[config.mk]
export PLATFORM = sky130hd
export DESIGN_NAME = pff_udiv
export DESIGN_NICKNAME = d
export VERILOG_FILES = /design/src/hdl/pff_udiv.sv
export SDC_FILE = /design/constraint.sdc
export NUM_CORES = 2
export LEC_CHECK = 0
export ABC_AREA = 1
export BUFFER_PORTS_ARGS = -buffer_cell sky130_fd_sc_hd__buf_2
export CAP_MARGIN = 5
export CORE_UTILIZATION = 25
export DETAILED_ROUTE_END_ITERATION = 10
export GPL_TIMING_DRIVEN = 0
export PLACE_DENSITY = 0.41
export SYNTH_ARGS = -nofsm -noshare
export SYNTH_HDL_FRONTEND = slang
export SYNTH_SLANG_ARGS = --single-unit
[constraint.sdc]
create_clock -name clk -period 4.7 [get_ports clk]
set_input_delay 0.705 -clock clk [delete_from_list [all_inputs] [get_ports clk]]
set_output_delay 0.705 -clock clk [all_outputs]
set_load 0.05 [all_outputs]
[src/hdl/pff_udiv.sv]
// ----------------------------------------------------------------------------
// pff_udiv
// Pipelined restoring divider, one quotient bit per stage; the divisor
// travels with its dividend.
// ----------------------------------------------------------------------------
module pff_udiv #(
  parameter int NW = 26,
  parameter int DW = 24
) (
  input  logic          clk,
  input  logic [NW-1:0] n,
  input  logic [DW-1:0] dv,
  output logic [NW-1:0] q,
  output logic [DW-1:0] r
);

  logic [NW-1:0] w_s   [NW];
  logic [DW-1:0] rem_s [NW];
  logic [DW-1:0] dv_s  [NW];
  logic [NW-1:0] w_i   [NW];
  logic [DW-1:0] rem_i [NW];
  logic [DW-1:0] dv_i  [NW];

  for (genvar k = 0; k < NW; k++) begin : g_step
    logic [DW:0] trial;
    logic        ge;

    if (k == 0) begin : g_first
      assign w_i[k]   = n;
      assign rem_i[k] = '0;
      assign dv_i[k]  = dv;
    end else begin : g_next
      assign w_i[k]   = w_s[k-1];
      assign rem_i[k] = rem_s[k-1];
      assign dv_i[k]  = dv_s[k-1];
    end

    assign trial = {rem_i[k], w_i[k][NW-1]};
    assign ge    = (trial >= {1'b0, dv_i[k]});

    always_ff @(posedge clk) begin
      rem_s[k] <= ge ? DW'(trial - {1'b0, dv_i[k]}) : DW'(trial);
      w_s[k]   <= {w_i[k][NW-2:0], ge};
      dv_s[k]  <= dv_i[k];
    end
  end

  assign q = w_s[NW-1];
  assign r = rem_s[NW-1];

endmodule

-- Yosys cells after proc, flatten, opt, wreduce, memory -nomap -nowiden
Memories as Yosys holds them, arrays and structs flattened.
Cells that the tools add are included.
- magnitude comparators: 26
- $add $sub $neg: 26
- multiplexer cells: 26
- operators with widths (kind ; number):
    25-bit by 24-bit >= comparator with 1-bit output ; 25
    24-bit 2-to-1 mux ; 26
    24-bit subtractor ; 25
    1-bit by 24-bit >= comparator with 1-bit output ; 1
    1-bit by 24-bit subtractor with 24-bit output ; 1
- output and inout bits: 50
- memories kept: 3
- logic and storage cells: 81
- bits in registers: 0
- RAM bits: 1924
- memories (name ; depth ; bits a word ; read ports ; clocked after Yosys merged registers in ; write ports ; RTL line ; RTL):
    w_s ; 26 ; 26 ; 26 ; 0 ; 26 ; 17 ; logic [NW-1:0] w_s [NW];
    dv_s ; 26 ; 24 ; 25 ; 0 ; 26 ; 19 ; logic [DW-1:0] dv_s [NW];
    rem_s ; 26 ; 24 ; 26 ; 0 ; 26 ; 18 ; logic [DW-1:0] rem_s [NW];

-- Logic depth before layout (Yosys ltp)
An unclocked memory read counts as a cell.
- depth after elaboration: 3
- mapped depth: 15

-- Worst setup path after synthesis
No wires, ideal clock.
- kind: input to register
- from: input n[25]
- to: memory rem_s[0][12]
- cell stages on the path: 11
- setup time: 0.066 ns
- arrival: 1.850 ns
- slack: 2.784 ns
- cell sequence: inv_1 ha_1 inv_1 ha_1 nand2_1 nand2_1 nand4_1 nor2_2 inv_1 clkbuf_1 nor2_1
- RTL lines (item ; RTL line ; RTL):
    from (decl) ; 11 ; input logic [NW-1:0] n,
    to (decl) ; 18 ;

==> results.ini <==
[pwr]
ir_worst_vdd_mv = 0.309
p_leak_nw = 61.4
powerDensity_nw_per_um2 = 479

[yosys]
yosys-top-cells-area = dfxtp_1 (40%), nand2_1 (21%), inv_1 (11%), ha_1 (7.8%), nand4_1 (4.9%)
ys_types = 36
syn_avg_cell_area_sq_um = 6.83
synth_top_area_share = 0.396
synth_top_area_cell = dfxtp_1
async_reset_ff_frac = 0
ys.flop_type = dfxtp_1
yosys_warnings = 0
synth_area_sq_um = 96200
synth_enable_flop_cells = 0
syn_inst = 14100
ys_seq_elements = 1900
syn-num-nets = 14800
seq_area_frac_synth = 0.396

[sta]
hold_violations = 0
clock_skew_ps = 50.3
setup_viol = 0
finalCriticalPeriod_ps = 2980
fin_tns_setup_ps = 0
post-route-period-util = 0.635
timing.fmax_mhz = 335
worst_slew_pin_slew_ps = 764
slew_violations = 0
rsz0062_at_grt = no
slew_headroom = 0.491

[min_path]
hold_path.class = reg2reg

[finish]
fillers = 42500
design_area_sq_um = 111000
syn2layout_area_growth_pct = 15.6
drive_gt1_frac = 0.0598
fin_nets = 15100

[drt]
final_antenna_net_count = 0
vias_per_cell = 4.14
num_vias = 81400
wl_per_cell_microns = 15.8
drt_iter0_markers = 5192
drtPass1Iterations = 8
wl_microns = 312000
drc_errors = 0

[clocking]
post_cts_resize_count = 0
clk_pin_slew_worst_paths_ps = 70
ctsHoldBuffers = 50
clk_path_buf_depth = 4
cts.sinks = 1900
cts_tree = yes
htree_levels = 4
root_buffer = clkbuf_16
clock_latency_ps = 920
postCtsSetupBuffers = 0
numCtsBuffers = 229

[setup_path]
crit_fanout = 10
reg2regPathDepth = 11
critical_path_class = reg2reg
startpoint = dv_s[0][43]
cp.required_ps = 5540
endpoint = rem_s[0][68]
cp.arrival_ps = 3820
rrSetupSlack_ps = 1720
endpoint_kind = flip-flop
cp-start-kind = flip-flop
rr_startpoint = dv_s[0][43]
timing.rr.end = rem_s[0][68]

[die]
die-area_sq_um = 387000
start_util = 0.251
coreArea_sq_um = 383000
rows = 227
die_w_microns = 622
die_h_microns = 622
pin_count = 101

[global_route]
gr-total-overflow = 0
grt_use_total = 0.158
grt_max_degree = 17
first_global_vias = 79100
grt_pass1_wl_microns = 475000
antenna_found_initial = 15

[run_status]
status = completed

[run]
cap_violations = 0

[placement]
place.gp.congestion = 0.865
hpwl_microns = 258000
portBuffers = 100
dpl_cell_area_sq_um = 103000

area by class of cell:
cell class	count	area (sq um)	share of cell area
Sequential cell	1900	38000	0.342
Clock inverter	115	1350	0.0121
Clock buffer	299	6380	0.0573
Timing Repair Buffer	150	1000	0.00900
Antenna cell	3	7.51	0.0000675
Tap cell	5038	6300	0.0567
Inverter	2901	10900	0.0979
Buffer	204	1320	0.0119
Multi-Input combinational cell	9076	45900	0.413
per-layer routing:
| metal | track usage | vias to the layer above | wire length, microns |
|---|---|---|---|
| li1 | - | 43900 | - |
| met1 | 0.208 | 35700 | 145000 |
| met2 | 0.272 | 1486 | 144000 |
| met3 | 0.0173 | 392 | 12600 |
| met4 | 0.0467 | 2 | 9320 |
| met5 | 0 | - | 12 |
power by group:
group          internal [W]  total (W)  switching (W)
registers            0.0179     0.0192        0.00130
logic               0.00530     0.0160         0.0107
clock network        0.0107     0.0181        0.00741
worst max-delay path, stage by stage (launching register included):
cell and delay, ps:
dfxtp_1 350, inv_1 50, ha_1 380, nand2_1 100
inv_1 80, nand2_1 130, nor3_1 490, nand3_1 520
nand3_2 390, buf_6 210, nand2_1 100, nand2_1 110
sequential cells by signal, indices dropped and copies added, names as in the netlist:
signal,count
w_s,676
rem_s,624
dv_s,600
cells in the mapped netlist, types with 40 or more instances:
| master | n |
|---|---|
| nor2_2 | 52 |
| nand3b_1 | 40 |
| nand4_1 | 752 |
| a21oi_1 | 257 |
| inv_1 | 2872 |
| nand2_1 | 5467 |
| ha_1 | 602 |
| nor3_1 | 63 |
| nor2_1 | 722 |
| nand3_1 | 641 |
| dfxtp_1 | 1900 |
| xor2_1 | 236 |
| buf_6 | 52 |
| buf_2 | 122 |
cell families after synthesis:
kind of cell / count (synthesis) / synth area share
buffers and inverters: 3105 / 0.127
flip-flops: 1900 / 0.396
XOR/XNOR: 264 / 0.0240
AND/OR/NAND/NOR: 7870 / 0.350
AO/OA/AOI/OAI: 315 / 0.0200
adder cells (fa/ha/maj): 627 / 0.0835
stage by stage:
step / setup WS, ps / power, W / utilization / std cells / hold slack [ps]
6_report: 1720 / 0.0533 / 0.291 / 19700 / 306
3_3_place_gp: 1710 / 0.0357 / 0.269 / 19200 / 310
5_1_grt: 1490 / 0.0573 / 0.291 / 19700 / 295
3_5_place_dp: 1790 / 0.0356 / 0.269 / 19200 / 312
2_1_floorplan: 2780 / 0.0308 / - / 14100 / 310
4_1_cts: 1760 / 0.0544 / 0.291 / 19700 / 293
worst min-delay path by stage:
| stage | from | end | slack [ps] | depth (start not counted) |
|---|---|---|---|---|
| 5_1_grt | w_s[0][235] | w_s[0][262] | 290 | 0 |
| 3_5_place_dp | w_s[0][209] | w_s[0][236] | 310 | 0 |
| 2_1_floorplan | w_s[0][73] | w_s[0][100] | 310 | 0 |
| 3_3_place_gp | w_s[1][125] | w_s[1][152] | 310 | 0 |
| 4_1_cts | w_s[0][409] | w_s[1][20] | 290 | 0 |
| 6_report | w_s[0][409] | w_s[1][20] | 310 | 0 |
placed cells by master (no fill, tap or decap), types with 63 or more instances in the layout:
master	count
xor2_1	236
nor2_1	722
dfxtp_1	1900
nand3_1	641
clkbuf_16	231
buf_2	222
nor3_1	63
nand4_1	752
inv_1	2872
nand2_1	5467
a21oi_1	257
ha_1	602
Note: power is estimated with default switching activity, not from simulation.
