File: src/hdl/pff_isqrt.sv
// ----------------------------------------------------------------------------
// pff_isqrt
// Pipelined integer square root, one result bit per stage.
// ----------------------------------------------------------------------------
module pff_isqrt #(
  parameter int NW = 50,
  parameter int RW = 25
) (
  input  logic          clk,
  input  logic [NW-1:0] n,
  output logic [RW-1:0] root
);

  logic [NW-1:0] n_s   [RW];
  logic [NW:0]   res_s [RW];
  logic [NW-1:0] n_i   [RW];
  logic [NW:0]   res_i [RW];

  for (genvar k = 0; k < RW; k++) begin : g_step
    localparam logic [NW:0] BITC = (NW+1)'(1) << (2 * (RW - 1 - k));
    logic [NW:0] sum;
    logic        ge;

    if (k == 0) begin : g_first
      assign n_i[k]   = n;
      assign res_i[k] = '0;
    end else begin : g_next
      assign n_i[k]   = n_s[k-1];
      assign res_i[k] = res_s[k-1];
    end

    assign sum = res_i[k] + BITC;
    assign ge  = ({1'b0, n_i[k]} >= sum);

    always_ff @(posedge clk) begin
      n_s[k]   <= ge ? NW'({1'b0, n_i[k]} - sum) : n_i[k];
      res_s[k] <= ge ? ((res_i[k] >> 1) + BITC) : (res_i[k] >> 1);
    end
  end

  assign root = res_s[RW-1][RW-1:0];

endmodule

File: config.mk
export PLATFORM = sky130hd
export DESIGN_NAME = pff_isqrt
export DESIGN_NICKNAME = d
export VERILOG_FILES = /design/src/hdl/pff_isqrt.sv
export SDC_FILE = /design/constraint.sdc
export NUM_CORES = 2
export LEC_CHECK = 0
export CAP_MARGIN = 20
export CORE_ASPECT_RATIO = 2
export CORE_MARGIN = 2
export CORE_UTILIZATION = 50
export DETAILED_ROUTE_END_ITERATION = 10
export DONT_BUFFER_PORTS = 1
export PLACE_DENSITY = 0.66
export SYNTH_ARGS = -nofsm -noshare
export SYNTH_HDL_FRONTEND = slang
export SYNTH_SLANG_ARGS = --single-unit
File: constraint.sdc
create_clock -name clk -period 7.96 [get_ports clk]
set_clock_uncertainty 0.1 [all_clocks]
set_input_delay 0.796 -clock clk [delete_from_list [all_inputs] [get_ports clk]]
set_output_delay 0.796 -clock clk [all_outputs]
set_load 0.005 [all_outputs]
# Word level (Yosys, flattened, before mapping)
# Memories as Yosys holds them, arrays and structs flattened.
# Cells that the tools add are included.
# word_totals
register_bits	0
ram_bits	2525
inputBits	51
output_inout_bits	25
word_cells	150
memories	2
# mem_list
name	words	word_bits	rd	rd_clocked_by_memory_dff	write_ports	line_no	rtl
res_s	25	51	25	0	25	15	logic [NW:0] res_s [RW];
n_s	25	50	24	0	25	14	logic [NW-1:0] n_s [RW];
# classes
n_addsub	73
order_cmp	25
n_mux	50
# op_table
op	count
two-way mux 50 bit	25
>= comparator 50 x 51 -> 1 bit	24
two-way mux 51 bit	24
subtractor 50 bit	24
adder 50 x 1 -> 51 bit, second input constant	1
adder 50 x 11 -> 51 bit, second input constant	1
adder 50 x 13 -> 51 bit, second input constant	1
adder 50 x 15 -> 51 bit, second input constant	1
adder 50 x 17 -> 51 bit, second input constant	1
adder 50 x 19 -> 51 bit, second input constant	1
adder 50 x 21 -> 51 bit, second input constant	1
adder 50 x 23 -> 51 bit, second input constant	1
adder 50 x 25 -> 51 bit, second input constant	1
adder 50 x 27 -> 51 bit, second input constant	1
adder 50 x 29 -> 51 bit, second input constant	1
adder 50 x 3 -> 51 bit, second input constant	1
adder 50 x 31 -> 51 bit, second input constant	1
adder 50 x 33 -> 51 bit, second input constant	1
adder 50 x 35 -> 51 bit, second input constant	1
adder 50 x 37 -> 51 bit, second input constant	1
adder 50 x 39 -> 51 bit, second input constant	1
adder 50 x 41 -> 51 bit, second input constant	1
adder 50 x 43 -> 51 bit, second input constant	1
adder 50 x 45 -> 51 bit, second input constant	1
other kinds (31)	31

# Logic depth before layout (Yosys ltp)
# An unclocked memory read counts as a cell.
# logic_depth
ltp_word	4
mapped_depth	14
ltp_nobuf	12

# Worst setup path before layout
# No wires, ideal clock.
# synth_path
path_type	register -> register
start	memory res_s[4][115] in the netlist's numbering
end	memory n_s[19][20] (netlist: n_s[2][170])
setup_ns	0.087
arrival_ns	2.875
required_ns	7.773
setup_slack_ns	4.898
stages_incl_launch_ff	13
n_path_buf	2
synth_period_minus_slack_ns	3.062
cell_sequence	dfxtp_1 inv_1 ha_1 or3_1 o22ai_1 o221ai_1 o311a_1 o21ai_1 nor2b_1 clkbuf_1 clkbuf_1 nand2_1 o31ai_1
# synth_lines
item	line_no
start: declaration	15
end: declaration	14

==> results.json <==
{
  "status": "finished clean",
  "nets": 6211,
  "worstHoldStart": "n[48]",
  "synth-async-reset-ratio": 0,
  "avgSynthCellArea_um2": 10.09,
  "routed_wl_mm": 158.9,
  "area_growth_pct": 12.28,
  "synth_fp_nets": 6091,
  "dieHeight_um": 483.3,
  "antenna_found_initial": 3,
  "ys.flop_type": "dfxtp_1",
  "drt_iter0_drc": 1577,
  "powerDensity_nw_per_um2": 381.6,
  "cp-endpoint": "n_s[2][246]",
  "path_max_fanout": 14,
  "rows": 175,
  "die_w_um": 243.7,
  "io_pins": 76,
  "regToRegEndpoint": "n_s[2][246]",
  "antenna_left": 0,
  "setup_viol": 0,
  "leakage_nw": 29.09,
  "min_period_over_period": 0.5575,
  "min_period_ns": 4.438,
  "fillers": 9823,
  "grt_pass1_wl_mm": 237.7,
  "hold_violations": 0,
  "arrival_ns": 4.95,
  "rr_startpoint": "res_s[4][180]",
  "path_class": "reg -> reg",
  "reg2reg_depth": 11,
  "rsz0062_at_grt": "false",
  "cap_violations": 0,
  "rrSetupSlack_ns": 3.52,
  "coreArea_um2": 113900,
  "cts_setup_buffers": 0,
  "holdCritPathClass": "in -> reg",
  "end_kind": "register",
  "worstMarginPinSlew_ns": 1.312,
  "drive_above_1_share": 0.06320,
  "yosysTopAreaCell": "dfxtp_1",
  "yosysMostFrequentCell": "dfxtp_1",
  "overflow": 0,
  "synthTopCellsByArea": "dfxtp_1 (53%), ha_1 (7.5%), xnor2_1 (4.1%)",
  "max_freq_ghz": 0.2253,
  "initial_core_util": 0.5045,
  "h-tree-depth": 4,
  "clock_latency_ns": 0.79,
  "grt_usage": 0.2694,
  "synth-seq-cells": 1525,
  "ys_top_cells_by_count": "dfxtp_1 (1,525), inv_1 (428), nand2_1 (353)",
  "grt_max_degree": 51,
  "synth-edff-count": 0,
  "cts_tree": "done",
  "port_buffers": 0,
  "drv_slew": 0,
  "crit_path_start_kind": "register",
  "yosysWarnings": 0,
  "wire_per_inst_um": 21.41,
  "gpl.final_weighted_congestion": 1.007,
  "critPathLaunch": "res_s[4][180]",
  "synth_cell_types": 90,
  "cts_buffer_depth": 3,
  "grt_pass1_vias": 43890,
  "drtPass1Iterations": 5,
  "hpwl_mm": 127.3,
  "cts-root-buf": "clkbuf_16",
  "viasPerCell": 5.536,
  "cts.sinks": 1525,
  "yosys.area.top_type_share": 0.5315,
  "syn-cell-area_um2": 57440,
  "drc": 0,
  "die-area_um2": 117800,
  "total_power_w": 0.02461,
  "vias": 41110,
  "clk_pin_slew_ns": 0.06,
  "maxSlewHeadroom": 0.1176,
  "syn_inst": 5694,
  "setup_tns_ns": 0,
  "cp_data_required_time_ns": 8.48,
  "numCtsBuffers": 133,
  "cts.repair.resized": 0,
  "irDropWorstVdd_mv": 0.2941,
  "seq_area_frac_synth": 0.5315
}
## worst min path at each step
stage	depth (start not counted)	endpoint	slack (ns)
floorplan	0	n_s[1][220]	0.22
global route	1	n_s[0][49]	0.009
CTS	1	n_s[0][49]	0.01
finish	1	n_s[0][49]	0.06
global placement	0	n_s[1][260]	0.23
detailed placement	0	n_s[1][260]	0.23
## stage by stage
step,util,hold slack [ns],instance area [um^2],instances,setup slack (ns)
final,0.5664,0.05506,64490,7425,3.522
after global routing,0.5664,0.008574,64490,7423,3.386
after CTS,0.5659,0.01393,64430,7415,3.550
after detailed placement,0.5198,0.2304,59180,7125,3.572
after global placement,0.5196,0.2298,59160,7122,3.366
after floorplan,-,0.2224,57440,5694,4.898
## registers in the layout, indices dropped and copies added (netlist names)
name / cells
n_s: 1200
res_s: 325
## critical path: stages, from the launching register on
cell and delay, ns:
dfxtp_1 0.33, inv_1 0.05, ha_1 0.40, nand4_1 0.48
or3_1 0.57, nor4_1 0.80, nor4_1 0.11, and2_1 0.34
inv_2 0.27, o211ai_1 0.28, nor4_1 0.43, xor2_1 0.11
## power breakdown
group          switching (W)  leakage [nW]  internal (W)  total [W]
clock                0.00297          2.30       0.00388    0.00686
combinational        0.00390          14.0       0.00293    0.00683
sequential           0.00150          12.8       0.00943     0.0109
## cell type report
cell class	instances	area, um^2	area share
diodes	3	7.507	0.0001164
flip-flops and latches	1525	30530	0.4734
multi-input cells	3636	24940	0.3867
inverters	431	1618	0.02508
repair buffers	87	775.7	0.01203
clock buffers	189	3829	0.05937
clock inverters	50	912.1	0.01414
well taps	1504	1882	0.02918
## layer usage
metal / global-route usage / vias up / part of all wire
met5: 0 / - / 0
met4: 0.2939 / 0 / 0.13
met3: 0.04374 / 606 / 0.027
met2: 0.5894 / 871 / 0.61
met1: 0.1516 / 19520 / 0.24
li1: - / 20110 / -
## layout by cell type, fill, tap and decap left out, types with 15 or more instances in the layout
| master | netlist | routed |
|---|---|---|
| a21oi_1 | 310 | 310 |
| a21o_1 | 119 | 119 |
| or4_1 | 45 | 45 |
| o21bai_1 | 23 | 23 |
| dfxtp_1 | 1525 | 1525 |
| clkbuf_1 | 81 | 27 |
| nand3_1 | 92 | 92 |
| buf_4 | 1 | 29 |
| clkbuf_16 | 0 | 133 |
| nand2_1 | 353 | 353 |
| and4_1 | 18 | 18 |
| or2_2 | 24 | 24 |
| o211ai_1 | 29 | 29 |
| nand4_1 | 73 | 73 |
| or3_1 | 70 | 70 |
| inv_1 | 428 | 428 |
| nor2_1 | 341 | 341 |
| dlygate4sd3_1 | 0 | 51 |
| xnor2_1 | 267 | 267 |
| and2_1 | 17 | 17 |
| nor3_1 | 173 | 171 |
| nand3b_1 | 21 | 21 |
| xor2_1 | 254 | 254 |
| mux2_2 | 57 | 57 |
| clkbuf_8 | 0 | 29 |
| nor2b_1 | 46 | 45 |
| a21boi_0 | 15 | 15 |
| ha_1 | 346 | 346 |
| nand2b_1 | 60 | 60 |
| and3_1 | 24 | 24 |
| a31oi_1 | 38 | 38 |
| o31ai_1 | 32 | 32 |
| a211oi_1 | 26 | 26 |
| o21ai_0 | 263 | 263 |
| nor4_1 | 207 | 202 |
| nand4b_1 | 18 | 18 |
| o21a_1 | 61 | 61 |
| nor3b_1 | 18 | 18 |
| nor4b_1 | 24 | 24 |
## kinds of logic after synthesis
logic type                 after synthesis  share of synthesized area
adders and majority gates              346                    0.07537
AOI/OAI and AO/OA                     1046                     0.1142
muxes                                   68                    0.01314
and+or+nand+nor                       1655                     0.1511
DFF                                   1525                     0.5315
buffers and inverters                  533                    0.03529
xor gates and xnor gates               521                    0.07944
## what timing repair did
action / CTS / global route
hold buffers: 51 / 0
endpoints found under the hold margin: 50 / 0
endpoints found under the setup margin: 0 / 0
No activity file was read; power rests on OpenSTA's default activity.
